===== config.mk =====
export PLATFORM = sky130hd
export DESIGN_NAME = two_button_debounce_gesture
export DESIGN_NICKNAME = d
export VERILOG_FILES = /design/src/rtl/tbdg_pkg.sv /design/src/rtl/tbdg_btn.sv /design/src/rtl/two_button_debounce_gesture.sv
export SDC_FILE = /design/constraint.sdc
export NUM_CORES = 1
export LEC_CHECK = 0
export ABC_AREA = 1
export BUFFER_PORTS_ARGS = -buffer_cell sky130_fd_sc_hd__buf_4
export CAP_MARGIN = 20
export CORE_MARGIN = 2
export CORE_UTILIZATION = 30
export CTS_CLUSTER_SIZE = 30
export DETAILED_ROUTE_END_ITERATION = 10
export PLACE_DENSITY = 0.45
export SLEW_MARGIN = 25
export SYNTH_ARGS = -nofsm -noshare
export SYNTH_HDL_FRONTEND = slang
export SYNTH_SLANG_ARGS = --single-unit

===== constraint.sdc =====
create_clock -name clk -period 14.5 [get_ports clk]
set_input_delay 2.9 -clock clk [delete_from_list [all_inputs] [get_ports clk]]
set_output_delay 2.9 -clock clk [all_outputs]
set_load 0.02 [all_outputs]

===== src/rtl/tbdg_pkg.sv =====
// Shared types and constants for the two-button debounce and gesture block.
// Used by tbdg_btn and two_button_debounce_gesture; depends on nothing.
`default_nettype none

package tbdg_pkg;

	localparam int TIME_W = 32;
	localparam int MS_W   = 16;

	typedef logic [TIME_W-1:0] time_ms_t;
	typedef logic [MS_W-1:0]   ms16_t;

	// Configuration register indexes.
	typedef enum logic {
		CFG_DEBOUNCE_TIME = 1'b0,
		CFG_CLICK_MAX_MS  = 1'b1
	} cfg_idx_t;

	localparam ms16_t DEBOUNCE_RST  = 16'd50;
	localparam ms16_t CLICK_MAX_RST = 16'd2000;

	// Per-button command for one transaction.
	typedef struct packed {
		logic  en;     // the transaction updates state this cycle
		logic  start;  // start request instead of a tick
		logic  raw;    // raw level, 1 means pressed
		logic  fire;   // the hold query fired on this button
		ms16_t hms;    // hold threshold of the query
	} btn_ctl_t;

	// Per-button status after this transaction's tick or start update.
	typedef struct packed {
		logic     pressed_new;
		logic     press_evt;
		logic     release_evt;
		time_ms_t held;      // time since the press, zero on a fresh press
		ms16_t    rep_new;   // reported hold threshold
	} btn_sts_t;

endpackage

`default_nettype wire


===== src/rtl/tbdg_btn.sv =====
// Debounce state and press timing of a single button.
// Depends on tbdg_pkg for the command and status structs.
`default_nettype none

module tbdg_btn (
	input  wire                     clk,
	input  wire                     arst_n,
	input  wire tbdg_pkg::btn_ctl_t ctl,
	input  wire tbdg_pkg::time_ms_t now_new,
	input  wire tbdg_pkg::ms16_t    settle_ticks,
	output tbdg_pkg::btn_sts_t      sts
);
	import tbdg_pkg::*;

	logic     last_q;
	time_ms_t change_q;
	logic     pressed_q;
	time_ms_t press_q;
	ms16_t    rep_q;

	logic changed;
	logic stable;

	always_comb begin
		changed = ctl.raw != last_q;
		// A fresh level change is stable at once only with a zero debounce time.
		if (changed) begin
			stable = settle_ticks == '0;
		end else begin
			stable = (now_new - change_q) >= {{(TIME_W-MS_W){1'b0}}, settle_ticks};
		end
		sts.press_evt   = !ctl.start && stable && ctl.raw && !pressed_q;
		sts.release_evt = !ctl.start && stable && !ctl.raw && pressed_q;
		if (ctl.start) begin
			sts.pressed_new = ctl.raw;
		end else begin
			sts.pressed_new = sts.press_evt | (pressed_q & ~sts.release_evt);
		end
		sts.held    = sts.press_evt ? '0 : (now_new - press_q);
		sts.rep_new = sts.press_evt ? '0 : rep_q;
	end

	always_ff @(posedge clk or negedge arst_n) begin
		if (!arst_n) begin
			last_q    <= 1'b0;
			change_q  <= '0;
			pressed_q <= 1'b0;
			press_q   <= '0;
			rep_q     <= '0;
		end else if (ctl.en) begin
			last_q    <= ctl.raw;
			pressed_q <= sts.pressed_new;
			if (!ctl.start && changed) begin
				change_q <= now_new;
			end
			if (sts.press_evt) begin
				press_q <= now_new;
			end
			rep_q <= ctl.fire ? ctl.hms : sts.rep_new;
		end
	end

endmodule

`default_nettype wire


===== src/rtl/two_button_debounce_gesture.sv =====
// Top level of the two-button debounce and gesture block.
// Depends on tbdg_pkg and instantiates tbdg_btn once for each button.
`default_nettype none

// Each input transaction is a 1 ms tick carrying the raw levels of two buttons
// (button one active high, button two active low) or a start request that
// samples the initial levels and arms a power-on lockout when button one is
// held. Every input transaction yields exactly one result transaction with the
// debounced states, the click flags as they stand before this transaction's
// acknowledge bits clear them, the one-shot hold answer and the lockout state.
// An input transaction is captured in an input register; when the output register
// is free, the state of both buttons is updated and the result is written to the
// output register. One transaction is taken every cycle as long as the result side
// keeps up. A stalled output register holds its result; the input register then
// keeps one more transaction and the input stalls. The millisecond counter keeps
// its successor in a register so that one subtract and compare per button sits in
// the update path. Configuration is written through cfg_we, cfg_idx and cfg_wdata;
// the user must do so only while idle, which the block itself does not enforce.

module two_button_debounce_gesture (
	input  wire                      clk,
	input  wire                      arst_n,
	// configuration
	input  wire                      cfg_we,
	input  wire tbdg_pkg::cfg_idx_t  cfg_idx,
	input  wire tbdg_pkg::ms16_t     cfg_wdata,
	// input channel
	input  wire                      in_valid,
	output logic                     in_stall,
	input  wire                      start_req,
	input  wire                      level_btn1,
	input  wire                      level_btn2,
	input  wire                      ack_click1,
	input  wire                      ack_click2,
	input  wire                      hold_ask,
	input  wire                      hold_button,
	input  wire tbdg_pkg::ms16_t     hold_ms,
	// output channel
	output logic                     out_valid,
	input  wire                      out_stall,
	output logic                     pressed1,
	output logic                     pressed2,
	output logic                     any_pressed,
	output logic                     click1,
	output logic                     click2,
	output logic                     hold_hit,
	output logic                     lockout
);
	import tbdg_pkg::*;

	// Configuration registers.
	ms16_t debounce_q;
	ms16_t click_max_q;

	// Input register stage.
	logic  valid_s1;
	logic  start_s1;
	logic  lvl1_s1;
	logic  lvl2_s1;
	logic  ack1_s1;
	logic  ack2_s1;
	logic  ask_s1;
	logic  sel_s1;
	ms16_t hms_s1;

	// Shared state.
	time_ms_t now_q;
	time_ms_t nxt_q;
	logic     lock_q;
	logic     click0_q;
	logic     click1_q;

	logic     adv;
	logic     in_acc;
	time_ms_t now_new;
	btn_ctl_t ctl0, ctl1;
	btn_sts_t sts0, sts1;
	logic     lock_new;
	logic     click0_new;
	logic     click1_new;
	logic     hit;
	logic     sel_pressed;
	time_ms_t sel_held;
	ms16_t    sel_rep;

	// The input register hands over when the output register is empty or is
	// being drained in this cycle.
	assign adv      = valid_s1 && (!out_valid || !out_stall);
	assign in_stall = valid_s1 && !adv;
	assign in_acc   = in_valid && !in_stall;
	assign now_new  = start_s1 ? now_q : nxt_q;

	always_ff @(posedge clk or negedge arst_n) begin
		if (!arst_n) begin
			debounce_q  <= DEBOUNCE_RST;
			click_max_q <= CLICK_MAX_RST;
		end else if (cfg_we) begin
			unique case (cfg_idx)
				CFG_DEBOUNCE_TIME: debounce_q  <= cfg_wdata;
				CFG_CLICK_MAX_MS:  click_max_q <= cfg_wdata;
				default:           ;
			endcase
		end
	end

	always_ff @(posedge clk or negedge arst_n) begin
		if (!arst_n) begin
			valid_s1 <= 1'b0;
		end else if (in_acc) begin
			valid_s1 <= 1'b1;
		end else if (adv) begin
			valid_s1 <= 1'b0;
		end
	end

	always_ff @(posedge clk) begin
		if (in_acc) begin
			start_s1 <= start_req;
			lvl1_s1  <= level_btn1;
			lvl2_s1  <= level_btn2;
			ack1_s1  <= ack_click1;
			ack2_s1  <= ack_click2;
			ask_s1   <= hold_ask;
			sel_s1   <= hold_button;
			hms_s1   <= hold_ms;
		end
	end

	// Hold query on the chosen button, after this transaction's update.
	always_comb begin
		sel_pressed = sel_s1 ? sts1.pressed_new : sts0.pressed_new;
		sel_held    = sel_s1 ? sts1.held : sts0.held;
		sel_rep     = sel_s1 ? sts1.rep_new : sts0.rep_new;
		hit = ask_s1 && sel_pressed && !(!sel_s1 && lock_new)
			&& (sel_held >= {{(TIME_W-MS_W){1'b0}}, hms_s1})
			&& (sel_rep < hms_s1);
	end

	always_comb begin
		ctl0.en    = adv;
		ctl0.start = start_s1;
		ctl0.raw   = lvl1_s1;
		ctl0.fire  = hit && !sel_s1;
		ctl0.hms   = hms_s1;
		ctl1.en    = adv;
		ctl1.start = start_s1;
		ctl1.raw   = ~lvl2_s1;
		ctl1.fire  = hit && sel_s1;
		ctl1.hms   = hms_s1;
	end

	tbdg_btn u_btn0 (
		.clk          (clk),
		.arst_n       (arst_n),
		.ctl          (ctl0),
		.now_new      (now_new),
		.settle_ticks (debounce_q),
		.sts          (sts0)
	);

	tbdg_btn u_btn1 (
		.clk          (clk),
		.arst_n       (arst_n),
		.ctl          (ctl1),
		.now_new      (now_new),
		.settle_ticks (debounce_q),
		.sts          (sts1)
	);

	// The first release of button one under lockout only lifts the lockout;
	// any later release is a click when the press was short enough.
	always_comb begin
		if (start_s1) begin
			lock_new = lvl1_s1;
		end else if (sts0.release_evt) begin
			lock_new = 1'b0;
		end else begin
			lock_new = lock_q;
		end
		click0_new = click0_q || (sts0.release_evt && !lock_q
			&& (sts0.held < {{(TIME_W-MS_W){1'b0}}, click_max_q}));
		click1_new = click1_q || sts1.press_evt;
	end

	always_ff @(posedge clk or negedge arst_n) begin
		if (!arst_n) begin
			now_q    <= '0;
			nxt_q    <= time_ms_t'(1);
			lock_q   <= 1'b0;
			click0_q <= 1'b0;
			click1_q <= 1'b0;
		end else if (adv) begin
			if (!start_s1) begin
				now_q <= nxt_q;
				nxt_q <= nxt_q + time_ms_t'(1);
			end
			lock_q   <= lock_new;
			click0_q <= click0_new && !ack1_s1;
			click1_q <= click1_new && !ack2_s1;
		end
	end

	// Output register.
	always_ff @(posedge clk or negedge arst_n) begin
		if (!arst_n) begin
			out_valid <= 1'b0;
		end else if (adv) begin
			out_valid <= 1'b1;
		end else if (!out_stall) begin
			out_valid <= 1'b0;
		end
	end

	always_ff @(posedge clk) begin
		if (adv) begin
			pressed1    <= sts0.pressed_new;
			pressed2    <= sts1.pressed_new;
			any_pressed <= sts0.pressed_new | sts1.pressed_new;
			click1      <= click0_new;
			click2      <= click1_new;
			hold_hit    <= hit;
			lockout     <= lock_new;
		end
	end

	// The input side stalls only while a transaction waits in the input register.
	a_stall_needs_item : assert property (@(posedge clk) disable iff (!arst_n)
		in_stall |-> valid_s1)
		else $error("input stalled with an empty input register");

	// The lockout is only ever armed with button one pressed and ends with its release.
	a_lock_pressed : assert property (@(posedge clk) disable iff (!arst_n)
		(out_valid && lockout) |-> pressed1)
		else $error("lockout active while button one is released");

	// A hold answer on a transaction that moves shows up as hold_hit in the output register.
	a_hit_asked : assert property (@(posedge clk) disable iff (!arst_n)
		(hit && adv) |=> (out_valid && hold_hit))
		else $error("hold hit lost on the way to the output register");

	a_any_pressed : assert property (@(posedge clk) disable iff (!arst_n)
		out_valid |-> (any_pressed == (pressed1 || pressed2)))
		else $error("any_pressed disagrees with the button states");

endmodule

`default_nettype wire


==> impl_metrics.env, run 1 <==
export IMPL_synth_ff_type="dfrtp_1"
export IMPL_core_um2=77200
export IMPL_syn_num_nets=3701
export IMPL_postCtsSetupBuffers=0
export IMPL_post_dp_hpwl_um=63100
export IMPL_avgRoutedWirePerCell_um=17.5
export IMPL_synth_compound_area_frac=0.114
export IMPL_grt_start_max_net_pins=133
export IMPL_drive_above_1_share=0.0611
export IMPL_synth_distinct_cells=51
export IMPL_crit_arrival_ns=8.63
export IMPL_synth_adder_area_share=0.114
export IMPL_r2r_start="start_s1$_DFFE_PP_"
export IMPL_grt_pass1_vias=20500
export IMPL_grt_pass1_wl_um=125000
export IMPL_synth_top_family_by_area="simple AND/OR/NAND/NOR gates"
export IMPL_crit_start="start_s1$_DFFE_PP_"
export IMPL_synthToLayoutAreaGrowth_pct=12.8
export IMPL_status="finished, final reports clean"
export IMPL_worst_ep_required_time_ns=14.97
export IMPL_period_minus_slack_ns=8.16
export IMPL_slew_headroom=0.359
export IMPL_cts_sinks=295
export IMPL_synth_seq_cells=295
export IMPL_ys_seq_area_frac=0.323
export IMPL_postCtsHoldBufs=0
export IMPL_max_stage_delay_ns=0.62
export IMPL_cpMaxStageDelayCell="edfxtp_1"
export IMPL_port_buffer_count=53
export IMPL_antennaDiodeCount=0
export IMPL_synthTopCellsByArea="dfrtp_1, nand2_1, ha_1"
export IMPL_rsz0062_at_grt="no"
export IMPL_cellPowerDensity_nw_per_um2=215
export IMPL_netlist_area_um2=23300
export IMPL_routed_wl_um=79900
export IMPL_die_area_um2=80000
export IMPL_max_vdd_ir_drop_mv=0.0893
export IMPL_finalNetCount=3760
export IMPL_post_cts_resized=0
export IMPL_synthSimpleGateAreaFrac=0.293
export IMPL_fillers=8448
export IMPL_skew_ns=0.0286
export IMPL_r2r_cells=42
export IMPL_overflow=0
export IMPL_drv_slew=0
export IMPL_vias=21400
export IMPL_tightest_slew_ns=0.955
export IMPL_cp_top_family="simple AND/OR/NAND/NOR gates"
export IMPL_die_w_um=283
export IMPL_crit_cells=42
export IMPL_crit_path_start_kind="register"
export IMPL_ant_nets=0
export IMPL_yosys_warnings=0
export IMPL_synth_top_area_share=0.273
export IMPL_cts_root_buf="clkbuf_16"
export IMPL_period_share=0.563
export IMPL_holdPathStages=1
export IMPL_num_rows=102
export IMPL_first_pass_iters=7
export IMPL_synth_edf_count=30
export IMPL_drv_cap=0
export IMPL_drc=0
export IMPL_synth_area_leader_cell="dfrtp_1"
export IMPL_place_congestion=0.898
export IMPL_min_delay_start="ack2_s1$_DFFE_PP_"
export IMPL_via_per_inst=4.69
export IMPL_track_usage=0.200
export IMPL_syn_inst=3445
export IMPL_stdcell_area_um2=26300
export IMPL_antenna_found_initial=2
export IMPL_clk_latency_ns=0.59
export IMPL_dpl_cell_area_um2=25100
export IMPL_fmax_ghz=0.123
export IMPL_cp_max_fo=55
export IMPL_hold_path_class="reg -> reg"
export IMPL_drt_iter0_markers=1478
export IMPL_async_reset_ff_frac=0.898
export IMPL_crit_path_frequent_cell="nand2_1"
export IMPL_worstSetupPathType="reg -> reg"
export IMPL_tns_ns=0
export IMPL_io_pins=54
export IMPL_die_y_um=283
export IMPL_setup_viol=0
export IMPL_initial_core_util=0.302
export IMPL_clkTransAtPathRegs_ns=0.06
export IMPL_h_tree_depth=2
export IMPL_cts_tree="done"
export IMPL_worst_path_buf_inv=6
export IMPL_clockBufferDepth=3
export IMPL_end_kind="register"
export IMPL_synthMuxAreaShare=0
export IMPL_numCtsBuffers=40
export IMPL_leakage_nw=13.9
export IMPL_synth_xor_area_share=0.0435
export IMPL_avgSynthCellArea_um2=6.77
export IMPL_hold_viol=0
## cells by family (layout without fill, tap and decap cells)
| logic type | count (synthesis) | after routing |
|---|---|---|
| compound gates | 503 | 503 |
| xor+xnor | 116 | 116 |
| fa+ha+maj | 211 | 211 |
| buf+inv | 686 | 776 |
| flops | 295 | 295 |
| simple gates | 1634 | 1634 |
## report_power, final
| group | switching (mW) | leakage [nW] | internal, mW |
|---|---|---|---|
| Clock | 0.409 | 0.615 | 0.582 |
| Combinational | 2.33 | 9.64 | 1.19 |
| Sequential | 0.101 | 3.66 | 1.04 |
| Total | 2.84 | 13.9 | 2.82 |
## cells in the final DEF, fill, tap and decap left out, types with 41 or more instances in the layout
master     synthesis  final
ha_1             207    207
inv_1            601    599
clkbuf_16          0     41
nand2_1         1109   1109
dfrtp_1          255    255
a21oi_1          144    144
nand3_1          156    156
nand4_1           68     68
o21ai_0          265    265
nor2_1           192    189
xor2_1            82     82
buf_4              3     91
## routing by layer
metal	vias up	routed length, µm	global-route usage
met5	-	13	0
met4	2	1580	0.0434
met3	80	3340	0.0239
met2	404	34800	0.309
met1	9897	40100	0.295
li1	11100	-	-
## worst paths after layout
kind | to | slack [ns]
worst min-delay path | click1_q$_DFFE_PN0P_ | 0.44
worst max-delay path | u_btn0.rep_q[3]$_DFFE_PN0P_ | 6.34
min in group asynchronous | debounce_q[7]$_DFFE_PN0P_ | 2.36
worst min register to register | click1_q$_DFFE_PN0P_ | 0.44
max in group asynchronous | now_q[27]$_DFFE_PN0P_ | 10.79
worst max register to register | u_btn0.rep_q[3]$_DFFE_PN0P_ | 6.34
## layout make-up
cell class                 count  area [µm²]  area share
clock inverter                10         104     0.00395
inverter                     610        2290      0.0870
tap                         1040        1300      0.0494
clock buffer                  63        1160      0.0440
timing repair buffer          93         718      0.0273
sequential                   295        7540       0.287
multi-input combinational   2464       13200       0.502
## cells in the mapped netlist, types with 10 or more instances
cell type / number
xor2_1: 82
dfrtp_1: 255
o21bai_1: 10
nor4_1: 11
edfxtp_1: 30
nor3_1: 32
ha_1: 207
o21ai_1: 30
nand2_1: 1109
dfstp_2: 10
clkbuf_1: 60
inv_1: 601
nand2_2: 14
o21ai_0: 265
nand4_1: 68
o22ai_1: 14
a21oi_1: 144
nand3_1: 156
xnor2_1: 34
nor2_1: 192
## stage by stage
step | setup WS [ns] | util | total power [mW] | hold slack [ns] | instances
after floorplan | 8.20 | - | 3.65 | 0.416 | 3445
after global placement | 6.40 | 0.325 | 4.66 | 0.437 | 4502
after detailed placement | 6.31 | 0.325 | 4.65 | 0.433 | 4502
after CTS | 6.27 | 0.341 | 5.67 | 0.441 | 4575
after global routing | 5.36 | 0.341 | 6.25 | 0.458 | 4575
final | 6.34 | 0.341 | 5.65 | 0.436 | 4575
## registers in the layout (all words and copies together) (netlist names), 16 cells and up
register	flops
now_q	32
nxt_q	32
u_btn0.change_q	32
u_btn0.press_q	32
u_btn1.change_q	32
u_btn1.press_q	32
click_max_q	16
debounce_q	16
hms_s1	16
u_btn0.rep_q	16
u_btn1.rep_q	16
Note: power is estimated with default switching activity, not from simulation.
==> inputs of run 2 (changes only) <==
clock period = 7.9 ns   (was 14.5 ns; I/O delays follow)
==> run 2 against run 1 <==
Net effect: combinational power is 85% higher; sequential power is 83% higher; global-route usage is 0.32 points lower; largest power group unchanged; first-iteration DRC count is 1.3% lower; clock skew is 0.015 ns higher; largest cell class unchanged; wire length is 0.77% lower; sequential share of layout area is 0.27 points lower; non-clock buffer count is 17 higher.
==> impl_metrics.env, run 2 (synthesized netlist as in run 1, its figures left out) <==
export IMPL_final_cell_mix="nand2_1, inv_1, o21ai_0, dfrtp_1, ha_1"
export IMPL_leakage_nw=14.0
export IMPL_drv_cap=0
export IMPL_drc=0
export IMPL_holdPathStages=1
export IMPL_antenna_found_initial=2
export IMPL_die_y_um=283
export IMPL_routed_wl_um=79200
export IMPL_cts_root_buf="clkbuf_16"
export IMPL_numCtsBuffers=41
export IMPL_stdcell_area_um2=26600
export IMPL_h_tree_depth=2
export IMPL_use_met1=0.284
export IMPL_worst_path_buf_inv=5
export IMPL_r2r_cells=37
export IMPL_track_usage=0.196
export IMPL_status="finished, final reports clean"
export IMPL_drv_slew=0
export IMPL_grtUsageMet3=0.0317
export IMPL_max_vdd_ir_drop_mv=0.190
export IMPL_post_cts_resized=0
export IMPL_clkTransAtPathRegs_ns=0.05
export IMPL_fin_cells=4591
export IMPL_cpMaxStageDelayCell="o21ai_1"
export IMPL_worst_r2r_setup_slack_ns=0.61
export IMPL_grt_pass1_wl_um=123000
export IMPL_max_stage_delay_ns=0.73
export IMPL_dpl_cell_area_um2=25200
export IMPL_overflow=0
export IMPL_finalNetCount=3778
export IMPL_worst_ep_required_time_ns=8.23
export IMPL_num_rows=102
export IMPL_period_share=0.923
export IMPL_r2r_start="start_s1$_DFFE_PP_"
export IMPL_tns_ns=0
export IMPL_place_congestion=0.897
export IMPL_port_buffer_count=53
export IMPL_hold_path_class="reg -> reg"
export IMPL_clockBufferDepth=3
export IMPL_worstSetupPathType="reg -> reg"
export IMPL_gr_usage_met2=0.304
export IMPL_total_power_mw=10.5
export IMPL_cts_sinks=295
export IMPL_skew_ns=0.0431
export IMPL_die_w_um=283
export IMPL_slew_headroom=0.375
export IMPL_core_um2=77200
export IMPL_postCtsSetupBuffers=0
export IMPL_crit_path_start_kind="register"
export IMPL_multiInputGateArea_um2=13200
export IMPL_final_common_cell="nand2_1"
export IMPL_ant_nets=0
export IMPL_min_delay_start="ack2_s1$_DFFE_PP_"
export IMPL_clk_latency_ns=0.60
export IMPL_timing_rr_end="hold_hit$_DFFE_PP_"
export IMPL_top_usage_layer="met2"
export IMPL_avgRoutedWirePerCell_um=17.3
export IMPL_die_area_um2=80000
export IMPL_cp_top_family="compound AO/OA/AOI/OAI gates"
export IMPL_postCtsHoldBufs=0
export IMPL_first_pass_iters=5
export IMPL_drive_above_1_share=0.0676
export IMPL_vias=21400
export IMPL_period_minus_slack_ns=7.29
export IMPL_antennaDiodeCount=0
export IMPL_grt_start_max_net_pins=137
export IMPL_post_dp_hpwl_um=63200
export IMPL_crit_arrival_ns=7.62
export IMPL_place_inst=4519
export IMPL_io_pins=54
export IMPL_cp_max_fo=22
export IMPL_drt_iter0_markers=1459
export IMPL_hold_viol=0
export IMPL_fmax_ghz=0.137
export IMPL_fillers=8412
export IMPL_whs_endpoint="click1_q$_DFFE_PN0P_"
export IMPL_seq_area_um2=7540
export IMPL_crit_start="start_s1$_DFFE_PP_"
export IMPL_tightest_slew_ns=0.932
export IMPL_cts_tree="done"
export IMPL_synthToLayoutAreaGrowth_pct=13.8
export IMPL_end_kind="register"
export IMPL_crit_path_frequent_cell="nand2_1"
export IMPL_grt_pass1_vias=20500
export IMPL_cellPowerDensity_nw_per_um2=396
export IMPL_rsz0062_at_grt="no"
export IMPL_initial_core_util=0.302
export IMPL_via_per_inst=4.67
export IMPL_setup_viol=0
## run 2: cell count changes in the layout (fill, tap and decap cells not counted)
cell,change
inv_16,+1
clkbuf_8,-2
inv_2,-1
clkbuf_1,-6
clkinv_1,-1
inv_6,-1
nand2_1,-2
clkinv_16,+1
bufinv_16,+3
nand2_2,+2
clkinv_8,+1
inv_1,+1
clkinvlp_4,+3
buf_4,+17
## run 2: report_power, final
part	switching, mW	internal [mW]
clock	0.775	1.16
sequential	0.183	1.91
combinational	4.29	2.21
## run 2: layout make-up
cell class                 count  share of cell area
clock buffer                  55              0.0417
sequential                   295               0.284
tap                         1040              0.0490
clock inverter                17              0.0102
multi-input combinational   2464               0.497
timing repair buffer         110              0.0318
inverter                     610              0.0862
## run 2: routing by layer
metal,up-vias,share of wire
li1,11100,-
met1,9871,0.50
met2,387,0.43
met3,84,0.047
met4,4,0.023
met5,-,0.00033
## run 2: stage by stage
step	hold slack, ns	utilization	setup WS [ns]
global placement	0.441	0.326	0.627
detailed placement	0.438	0.326	0.622
global route	0.474	0.344	0.0150
CTS	0.445	0.344	0.570
finish	0.438	0.344	0.606
floorplan	0.416	-	1.60
## run 2: worst max path at each step
stage                                             end  slack (ns)  cells past startpoint
after floorplan                    hold_hit$_DFFE_PP_        1.60                     42
after global placement             hold_hit$_DFFE_PP_        0.63                     37
after detailed placement           hold_hit$_DFFE_PP_        0.62                     37
after CTS                          hold_hit$_DFFE_PP_        0.57                     37
after global routing      u_btn0.rep_q[5]$_DFFE_PN0P_        0.01                     39
final                              hold_hit$_DFFE_PP_        0.61                     37
